--- src/hw/rtl/ob_pkg.sv ---
// shared types and constants for the rgba8 overlay blend block
package ob_pkg;

	// pipeline depth from input register to result register
	localparam int NUM_STAGES = 7;

	// widths of the two divide-by-255 steps
	localparam int NUM_W = 24;
	localparam int Q1_W  = 16;

	// configuration port
	localparam int CFG_IDX_W  = 2;
	localparam int CFG_DATA_W = 8;

	localparam logic [CFG_IDX_W-1:0] REG_OPACITY    = 2'd0;
	localparam logic [CFG_IDX_W-1:0] REG_BLEND_MODE = 2'd1;

	localparam logic [7:0] OPACITY_RESET = 8'd128;

	// blend mode codes, the unused code falls back to alpha over
	localparam logic [1:0] MODE_ALPHA    = 2'd0;
	localparam logic [1:0] MODE_ADDITIVE = 2'd1;
	localparam logic [1:0] MODE_MULTIPLY = 2'd2;

	// per-stage load enables, index is the stage number
	typedef logic [NUM_STAGES:1] stage_en_t;

endpackage

--- src/hw/rtl/ob_in_if.sv ---
// input pixel channel: destination rgba8 and overlay rgb8
interface ob_in_if;
	logic       valid;
	logic       ready;
	logic [7:0] dest_red;
	logic [7:0] dest_green;
	logic [7:0] dest_blue;
	logic [7:0] dest_alpha;
	logic [7:0] src_red;
	logic [7:0] src_green;
	logic [7:0] src_blue;

	modport source (
		output valid, dest_red, dest_green, dest_blue, dest_alpha,
		       src_red, src_green, src_blue,
		input  ready
	);
	modport sink (
		input  valid, dest_red, dest_green, dest_blue, dest_alpha,
		       src_red, src_green, src_blue,
		output ready
	);
endinterface

--- src/hw/rtl/ob_out_if.sv ---
// output pixel channel: blended rgba8
interface ob_out_if;
	logic       valid;
	logic       ready;
	logic [7:0] out_red;
	logic [7:0] out_green;
	logic [7:0] out_blue;
	logic [7:0] out_alpha;

	modport source (
		output valid, out_red, out_green, out_blue, out_alpha,
		input  ready
	);
	modport sink (
		input  valid, out_red, out_green, out_blue, out_alpha,
		output ready
	);
endinterface

--- src/hw/rtl/ob_div255.sv ---
// two-stage floor division by 255: reciprocal estimate, then one correction
module ob_div255 #(
	parameter int W = ob_pkg::NUM_W
) (
	input  logic         clk,
	input  logic         en1,
	input  logic         en2,
	input  logic [W-1:0] num,
	output logic [W-8:0] quo
);

	logic [W+8:0] prod;
	logic [W-8:0] q0_s1;
	logic [W-1:0] num_s1;
	logic [W:0]   q255;
	logic [W:0]   rem;

	// estimate num*257/65536, low by at most one
	assign prod = {9'd0, num} + {1'b0, num, 8'd0};

	always_ff @(posedge clk) begin
		if (en1) begin
			q0_s1  <= prod[W+8:16];
			num_s1 <= num;
		end
	end

	// remainder against the estimate, bump the quotient when it reaches 255
	assign q255 = {q0_s1, 8'd0} - {8'd0, q0_s1};
	assign rem  = {1'b0, num_s1} - q255;

	always_ff @(posedge clk) begin
		if (en2) begin
			quo <= (rem >= (W+1)'(255)) ? q0_s1 + (W-7)'(1) : q0_s1;
		end
	end

endmodule

--- src/hw/rtl/ob_lane.sv ---
// one color channel of the blend pipeline, stages one to seven
module ob_lane import ob_pkg::*; (
	input  logic       clk,
	input  stage_en_t  en,
	input  logic [7:0] d,
	input  logic [7:0] s,
	input  logic [7:0] a,
	input  logic [1:0] mode,
	output logic [7:0] res
);

	logic [7:0]  d_s1, s_s1, a_s1;
	logic [1:0]  mode_s1;
	logic [15:0] sa_s2, dna_s2;
	logic [7:0]  d_s2, a_s2;
	logic [1:0]  mode_s2;
	logic [16:0] fac;
	logic [23:0] dfac;
	logic [23:0] num_d;
	logic [23:0] num_s3;
	logic [7:0]  d_s3, d_s4, d_s5, d_s6, d_s7;
	logic [1:0]  mode_s3, mode_s4, mode_s5, mode_s6, mode_s7;
	logic [NUM_W-8:0] q1;
	logic [Q1_W-8:0]  q2;
	logic [7:0]  q1lo_s6, q1lo_s7;
	logic [8:0]  sum;

	// input register
	always_ff @(posedge clk) begin
		if (en[1]) begin
			d_s1    <= d;
			s_s1    <= s;
			a_s1    <= a;
			mode_s1 <= mode;
		end
	end

	// source and destination products
	always_ff @(posedge clk) begin
		if (en[2]) begin
			sa_s2   <= s_s1 * a_s1;
			dna_s2  <= d_s1 * (8'd255 - a_s1);
			d_s2    <= d_s1;
			a_s2    <= a_s1;
			mode_s2 <= mode_s1;
		end
	end

	// multiply factor 65025 - 255a + sa and rounded numerator per mode
	assign fac  = 17'd65025 + {1'b0, sa_s2} - ({1'b0, a_s2, 8'd0} - {9'd0, a_s2});
	assign dfac = d_s2 * fac[15:0];

	always_comb begin
		case (mode_s2)
			MODE_ADDITIVE: num_d = {8'd0, sa_s2} + 24'd127;
			MODE_MULTIPLY: num_d = dfac + 24'd32512;
			default:       num_d = {8'd0, sa_s2} + {8'd0, dna_s2} + 24'd127;
		endcase
	end

	always_ff @(posedge clk) begin
		if (en[3]) begin
			num_s3  <= num_d;
			d_s3    <= d_s2;
			mode_s3 <= mode_s2;
		end
	end

	// first divide by 255, stages four and five
	ob_div255 #(.W(NUM_W)) u_div1 (
		.clk (clk),
		.en1 (en[4]),
		.en2 (en[5]),
		.num (num_s3),
		.quo (q1)
	);

	always_ff @(posedge clk) begin
		if (en[4]) begin
			d_s4    <= d_s3;
			mode_s4 <= mode_s3;
		end
		if (en[5]) begin
			d_s5    <= d_s4;
			mode_s5 <= mode_s4;
		end
	end

	// second divide by 255 for multiply mode, stages six and seven
	ob_div255 #(.W(Q1_W)) u_div2 (
		.clk (clk),
		.en1 (en[6]),
		.en2 (en[7]),
		.num (q1[Q1_W-1:0]),
		.quo (q2)
	);

	always_ff @(posedge clk) begin
		if (en[6]) begin
			d_s6    <= d_s5;
			mode_s6 <= mode_s5;
			q1lo_s6 <= q1[7:0];
		end
		if (en[7]) begin
			d_s7    <= d_s6;
			mode_s7 <= mode_s6;
			q1lo_s7 <= q1lo_s6;
		end
	end

	// final pick, additive adds the destination and saturates
	assign sum = {1'b0, d_s7} + {1'b0, q1lo_s7};

	always_comb begin
		case (mode_s7)
			MODE_ADDITIVE: res = sum[8] ? 8'hFF : sum[7:0];
			MODE_MULTIPLY: res = q2[7:0];
			default:       res = q1lo_s7;
		endcase
	end

endmodule

--- src/hw/rtl/rgba8_overlay_blend.sv ---
// Top level of the rgba8 overlay blend block.
// Throughput: one pixel per cycle while the output is ready; each stage loads
// whenever it is empty or the next moves, so bubbles close up under backpressure.
// Most of the depth comes from the two chained divide-by-255 units (two stages each).
// Reset clears all valid bits, opacity to 128 and blend mode to alpha over.
module rgba8_overlay_blend import ob_pkg::*; (
	input  logic                  clk,
	input  logic                  arst_n,
	ob_in_if.sink                 pix_in,
	ob_out_if.source              pix_out,
	input  logic                  cfg_we,
	input  logic [CFG_IDX_W-1:0]  cfg_index,
	input  logic [CFG_DATA_W-1:0] cfg_data
);

	logic [7:0] opacity_q;
	logic [1:0] mode_q;
	stage_en_t  v_q;
	stage_en_t  en;

	// configuration registers, writes beyond the list are dropped
	always_ff @(posedge clk or negedge arst_n) begin
		if (!arst_n) begin
			opacity_q <= OPACITY_RESET;
			mode_q    <= MODE_ALPHA;
		end else if (cfg_we) begin
			unique case (cfg_index)
				REG_OPACITY:    opacity_q <= cfg_data[7:0];
				REG_BLEND_MODE: mode_q    <= cfg_data[1:0];
				default: ;
			endcase
		end
	end

	// stage load enables, from the output back to the input
	always_comb begin
		en[NUM_STAGES] = !v_q[NUM_STAGES] || pix_out.ready;
		for (int k = NUM_STAGES - 1; k >= 1; k--) begin
			en[k] = !v_q[k] || en[k+1];
		end
	end

	// valid bits travel with the data
	always_ff @(posedge clk or negedge arst_n) begin
		if (!arst_n) begin
			v_q <= '0;
		end else begin
			if (en[1]) v_q[1] <= pix_in.valid;
			for (int k = 2; k <= NUM_STAGES; k++) begin
				if (en[k]) v_q[k] <= v_q[k-1];
			end
		end
	end

	assign pix_in.ready  = en[1];
	assign pix_out.valid = v_q[NUM_STAGES];

	// color lanes
	ob_lane u_red (
		.clk (clk), .en (en), .d (pix_in.dest_red), .s (pix_in.src_red),
		.a (opacity_q), .mode (mode_q), .res (pix_out.out_red)
	);
	ob_lane u_green (
		.clk (clk), .en (en), .d (pix_in.dest_green), .s (pix_in.src_green),
		.a (opacity_q), .mode (mode_q), .res (pix_out.out_green)
	);
	ob_lane u_blue (
		.clk (clk), .en (en), .d (pix_in.dest_blue), .s (pix_in.src_blue),
		.a (opacity_q), .mode (mode_q), .res (pix_out.out_blue)
	);

	// alpha is a lane with a full-scale source: over, da+a, or da unchanged
	ob_lane u_alpha (
		.clk (clk), .en (en), .d (pix_in.dest_alpha), .s (8'hFF),
		.a (opacity_q), .mode (mode_q), .res (pix_out.out_alpha)
	);

`ifndef NO_ASSERTIONS
	// an empty output stage lets the whole pipeline advance
	a_ready_when_drained: assert property (@(posedge clk) disable iff (!arst_n)
		!v_q[NUM_STAGES] |-> pix_in.ready)
		else $error("input stalled with output stage empty");

	// an accepted beat occupies stage one on the next cycle
	a_accept_lands: assert property (@(posedge clk) disable iff (!arst_n)
		pix_in.valid && pix_in.ready |=> v_q[1])
		else $error("accepted beat missing from stage one");

	// a stalled output stage keeps its beat
	a_stall_holds: assert property (@(posedge clk) disable iff (!arst_n)
		v_q[NUM_STAGES] && !pix_out.ready |=> v_q[NUM_STAGES] && !en[NUM_STAGES-1]
		|| v_q[NUM_STAGES])
		else $error("stalled output beat dropped");

	// an opacity write takes effect on the next cycle
	a_opacity_write: assert property (@(posedge clk) disable iff (!arst_n)
		cfg_we && cfg_index == REG_OPACITY |=> opacity_q == $past(cfg_data[7:0]))
		else $error("opacity write lost");
`endif

endmodule

--- src/flat_wrapper.sv ---
// flat-port wrapper written by rule: the top's interface ports become plain ports
module rgba8_overlay_blend_flat import ob_pkg::*;
  (clk, arst_n, cfg_we, cfg_index, cfg_data, pix_in_valid, pix_in_dest_red, pix_in_dest_green, pix_in_dest_blue, pix_in_dest_alpha, pix_in_src_red, pix_in_src_green, pix_in_src_blue, pix_in_ready, pix_out_valid, pix_out_out_red, pix_out_out_green, pix_out_out_blue, pix_out_out_alpha, pix_out_ready);
  ob_in_if pix_in_i ();
  ob_out_if pix_out_i ();
  input  logic clk;
  input  logic arst_n;
  input  logic cfg_we;
  input  logic [CFG_IDX_W-1:0] cfg_index;
  input  logic [CFG_DATA_W-1:0] cfg_data;
  input wire logic [$bits(pix_in_i.valid)-1:0] pix_in_valid;
  input wire logic [$bits(pix_in_i.dest_red)-1:0] pix_in_dest_red;
  input wire logic [$bits(pix_in_i.dest_green)-1:0] pix_in_dest_green;
  input wire logic [$bits(pix_in_i.dest_blue)-1:0] pix_in_dest_blue;
  input wire logic [$bits(pix_in_i.dest_alpha)-1:0] pix_in_dest_alpha;
  input wire logic [$bits(pix_in_i.src_red)-1:0] pix_in_src_red;
  input wire logic [$bits(pix_in_i.src_green)-1:0] pix_in_src_green;
  input wire logic [$bits(pix_in_i.src_blue)-1:0] pix_in_src_blue;
  output wire logic [$bits(pix_in_i.ready)-1:0] pix_in_ready;
  output wire logic [$bits(pix_out_i.valid)-1:0] pix_out_valid;
  output wire logic [$bits(pix_out_i.out_red)-1:0] pix_out_out_red;
  output wire logic [$bits(pix_out_i.out_green)-1:0] pix_out_out_green;
  output wire logic [$bits(pix_out_i.out_blue)-1:0] pix_out_out_blue;
  output wire logic [$bits(pix_out_i.out_alpha)-1:0] pix_out_out_alpha;
  input wire logic [$bits(pix_out_i.ready)-1:0] pix_out_ready;
  assign pix_in_i.valid = pix_in_valid;
  assign pix_in_i.dest_red = pix_in_dest_red;
  assign pix_in_i.dest_green = pix_in_dest_green;
  assign pix_in_i.dest_blue = pix_in_dest_blue;
  assign pix_in_i.dest_alpha = pix_in_dest_alpha;
  assign pix_in_i.src_red = pix_in_src_red;
  assign pix_in_i.src_green = pix_in_src_green;
  assign pix_in_i.src_blue = pix_in_src_blue;
  assign pix_in_ready = pix_in_i.ready;
  assign pix_out_valid = pix_out_i.valid;
  assign pix_out_out_red = pix_out_i.out_red;
  assign pix_out_out_green = pix_out_i.out_green;
  assign pix_out_out_blue = pix_out_i.out_blue;
  assign pix_out_out_alpha = pix_out_i.out_alpha;
  assign pix_out_i.ready = pix_out_ready;
  rgba8_overlay_blend u_core (.clk(clk), .arst_n(arst_n), .pix_in(pix_in_i), .pix_out(pix_out_i), .cfg_we(cfg_we), .cfg_index(cfg_index), .cfg_data(cfg_data));
endmodule
--- config.mk ---
export PLATFORM = sky130hd
export DESIGN_NAME = rgba8_overlay_blend_flat
export DESIGN_NICKNAME = d
export VERILOG_FILES = /design/src/hw/rtl/ob_pkg.sv /design/src/hw/rtl/ob_in_if.sv /design/src/hw/rtl/ob_out_if.sv /design/src/hw/rtl/ob_div255.sv /design/src/hw/rtl/ob_lane.sv /design/src/hw/rtl/rgba8_overlay_blend.sv /design/src/flat_wrapper.sv
export SDC_FILE = /design/constraint.sdc
export NUM_CORES = 2
export LEC_CHECK = 0
export ABC_AREA = 1
export BUFFER_PORTS_ARGS = -buffer_cell sky130_fd_sc_hd__buf_2
export CORE_MARGIN = 4
export CORE_UTILIZATION = 40
export DETAILED_ROUTE_END_ITERATION = 8
export HOLD_SLACK_MARGIN = 0.03
export SLEW_MARGIN = 20
export SYNTH_ARGS = -nofsm -noshare
export SYNTH_HDL_FRONTEND = slang
export SYNTH_SLANG_ARGS = --single-unit
export TNS_END_PERCENT = 10
--- constraint.sdc ---
create_clock -name clk -period 27.8 [get_ports clk]
set_input_delay 4.17 -clock clk [delete_from_list [all_inputs] [get_ports clk]]
set_output_delay 4.17 -clock clk [all_outputs]
set_load 0.01 [all_outputs]
==> impl_metrics.tcl <==
set metrics [dict create \
    ys_top_cells_by_count "nand2_1, inv_1, ha_1" \
    post_cts_buffers 0 \
    syn-cell-area_sq_um 94200 \
    grt_pass1_wl_um 396000 \
    synth_nets 13400 \
    final_hold_viol_count 0 \
    placed_cells 14600 \
    coreArea_sq_um 233000 \
    cts_made_buffers 99 \
    synth-edff-count 893 \
    endpoint_kind "output pin" \
    slew_viol_final 0 \
    htree_levels 3 \
    layoutNonFillerInstCount 14800 \
    crit_required_ns 23.63 \
    tritoncts "yes" \
    finalWirelength_um 249000 \
    num_rows 177 \
    cts.sinks 910 \
    yosys_warnings 0 \
    cts-hold-fix-buffers 0 \
    avgSynthCellArea_sq_um 8.16 \
    setup_viol 0 \
    synth_top_area_share_pct 28.5 \
    wl_per_cell_um 16.8 \
    hp-class "register to register" \
    cp_max_fo 68 \
    cts_buffer_depth 3 \
    finClkSkew_ns 0.0591 \
    die_h_um 493 \
    die_w_um 493 \
    worstMarginPinSlew_ns 1.16 \
    synth.most_common_cell "nand2_1" \
    netlist_instances 11500 \
    ant_nets 0 \
    initial_core_util_pct 40.4 \
    path_clk_slew_ns 0.06 \
    dieArea_sq_um 243000 \
    cts_resized 0 \
    rsz0062_at_grt "no" \
    drive_gt1_share_pct 4.07 \
    async_flop_share_pct 1.87 \
    status "finished, final reports clean" \
    grt_pass1_vias 73200 \
    ys_ff_latch 910 \
    place.gp.congestion 0.938 \
    setup_tns_ns 0 \
    ios 105 \
    slew_headroom_pct 21.8 \
    clock_latency_ns 0.77 \
    avgViaCountPerCell 5.02 \
    antenna_found_initial 2 \
    grt_start_max_net_pins 89 \
    yosys_most_used_dff "edfxtp_1" \
    gr-usage-all-layers_pct 20.3 \
    via_count 74500 \
    portBuffers 104 \
    synthTopCellsByArea "edfxtp_1, ha_1, fa_1, nand2_1, inv_1" \
    area_growth_pct 8.04 \
    overflow 0 \
    critPathLaunchType "input port" \
    synthDistinctLibCells 63 \
    worstPathArrival_ns 8.62 \
    drv_cap 0 \
    hpwl_um 203000 \
    yosysTopAreaCell "edfxtp_1" \
    fin_crit_ns 12.79 \
    fin_crit_sh_pct 46.0 \
    fin_util_pct 43.6 \
    drt_iter0_drc 5285 \
    drc 0 \
    max_freq_mhz 78.2 \
    cts.root.buffer_cell "clkbuf_16" \
    firstDrtPassIters 6 \
    crit_type "input port to output pin" \
    ys_seq_area_share_pct 28.9 \
    holdWs_ns 0.389 \
    layout.nets 13500 \
]
## final cells by class
type,count,area [sq um]
repair buffers,145,828
flip-flops and latches,910,27200
clock inverters,78,975
clock buffers,108,2510
inverters,2533,9530
multi-input cells,7927,56800
diodes,1,2.50
well taps,3132,3920
fillers,23300,132000
## kinds of logic (layout without fill, tap and decap cells)
family	after synthesis	after routing	share of synthesized area, %
buffers and inverters	2701	2864	10.9
xor gates and xnor gates	378	378	3.54
DFF	910	910	28.9
adders and majority gates	1825	1825	29.6
muxes	6	6	0.0717
other	0	1	0
and+or+nand+nor	4510	4510	20.1
AOI/OAI and AO/OA	1208	1208	6.99
## worst max-delay path: stages
cell	delay [ns]
buf_2	0.09
nor2_1	0.17
inv_4	0.20
nor2_1	0.22
inv_4	0.29
nor2_1	0.29
inv_4	0.24
nor2_1	0.37
inv_8	0.23
nor2_1	0.31
inv_6	0.21
nor2_1	0.61
nand2_4	0.65
buf_2	0.38
## layout by cell type, fill, tap and decap left out, types with 11 or more instances in the layout
cell type	count
o21ai_0	323
buf_2	104
o31ai_1	19
nor4_1	36
nand3b_1	67
buf_4	41
a21o_1	28
o21a_1	15
edfxtp_1	893
o21bai_1	20
dfrtp_1	16
nand2_2	16
a21oi_1	671
nor2_2	21
clkinvlp_4	12
clkbuf_16	99
fa_1	670
a31oi_1	24
a22oi_1	14
xnor2_1	87
nor3_1	100
nand2_1	2647
inv_6	11
inv_2	24
or2_2	50
o211ai_1	24
bufinv_16	14
ha_1	1154
xor2_1	287
clkinv_1	20
and2_1	17
nor2_4	11
o221ai_1	21
clkinv_2	16
nand3_1	410
nor2_1	930
inv_1	2493
nand4_1	173
## per-layer routing
| metal | vias up | global-route usage, % | routed length (um) |
|---|---|---|---|
| met5 | - | 0 | 0 |
| met4 | 0 | 4.81 | 6150 |
| met3 | 311 | 2.57 | 13500 |
| met2 | 1934 | 32.1 | 109000 |
| met1 | 35400 | 29.4 | 120000 |
| li1 | 36800 | - | - |
## sequential cells by signal, indices dropped and copies added (netlist names), 17 cells and up
register and count:
u_core.u_alpha.num_s3 24, u_core.u_alpha.u_div1.num_s1 24, u_core.u_alpha.u_div1.q0_s1 17, u_core.u_blue.num_s3 24, u_core.u_blue.u_div1.num_s1 24, u_core.u_blue.u_div1.q0_s1 17, u_core.u_green.num_s3 24, u_core.u_green.u_div1.num_s1 24
u_core.u_green.u_div1.q0_s1 17, u_core.u_red.num_s3 24, u_core.u_red.u_div1.num_s1 24, u_core.u_red.u_div1.q0_s1 17
## path summary, 6_finish.rpt
kind                                               from                      end  slack, ns  cells past startpoint
worst min register to register   u_core.u_alpha.d_s4[4]   u_core.u_alpha.d_s5[4]       0.39                      0
worst max register to register  u_core.u_alpha.sa_s2[0]  u_core.u_red.num_s3[21]      19.33                     30
min in group asynchronous                        arst_n            u_core.v_q[4]       3.53                      1
max in group asynchronous                        arst_n            u_core.v_q[3]      23.74                      1
worst max-delay path                      pix_out_ready             pix_in_ready      15.01                     14
worst min-delay path             u_core.u_alpha.d_s4[4]   u_core.u_alpha.d_s5[4]       0.39                      0
## stage by stage
stage | setup WS (ns) | instance area, sq um
after floorplan | 4.06 | 94200
after global placement | 14.83 | 98300
after detailed placement | 14.93 | 98300
after CTS | 14.92 | 102000
after global routing | 14.59 | 102000
final | 15.01 | 102000
Power is left out: the tool's default activity adds up to more than one toggle a clock period on the data nets, which glitch-free logic cannot reach.
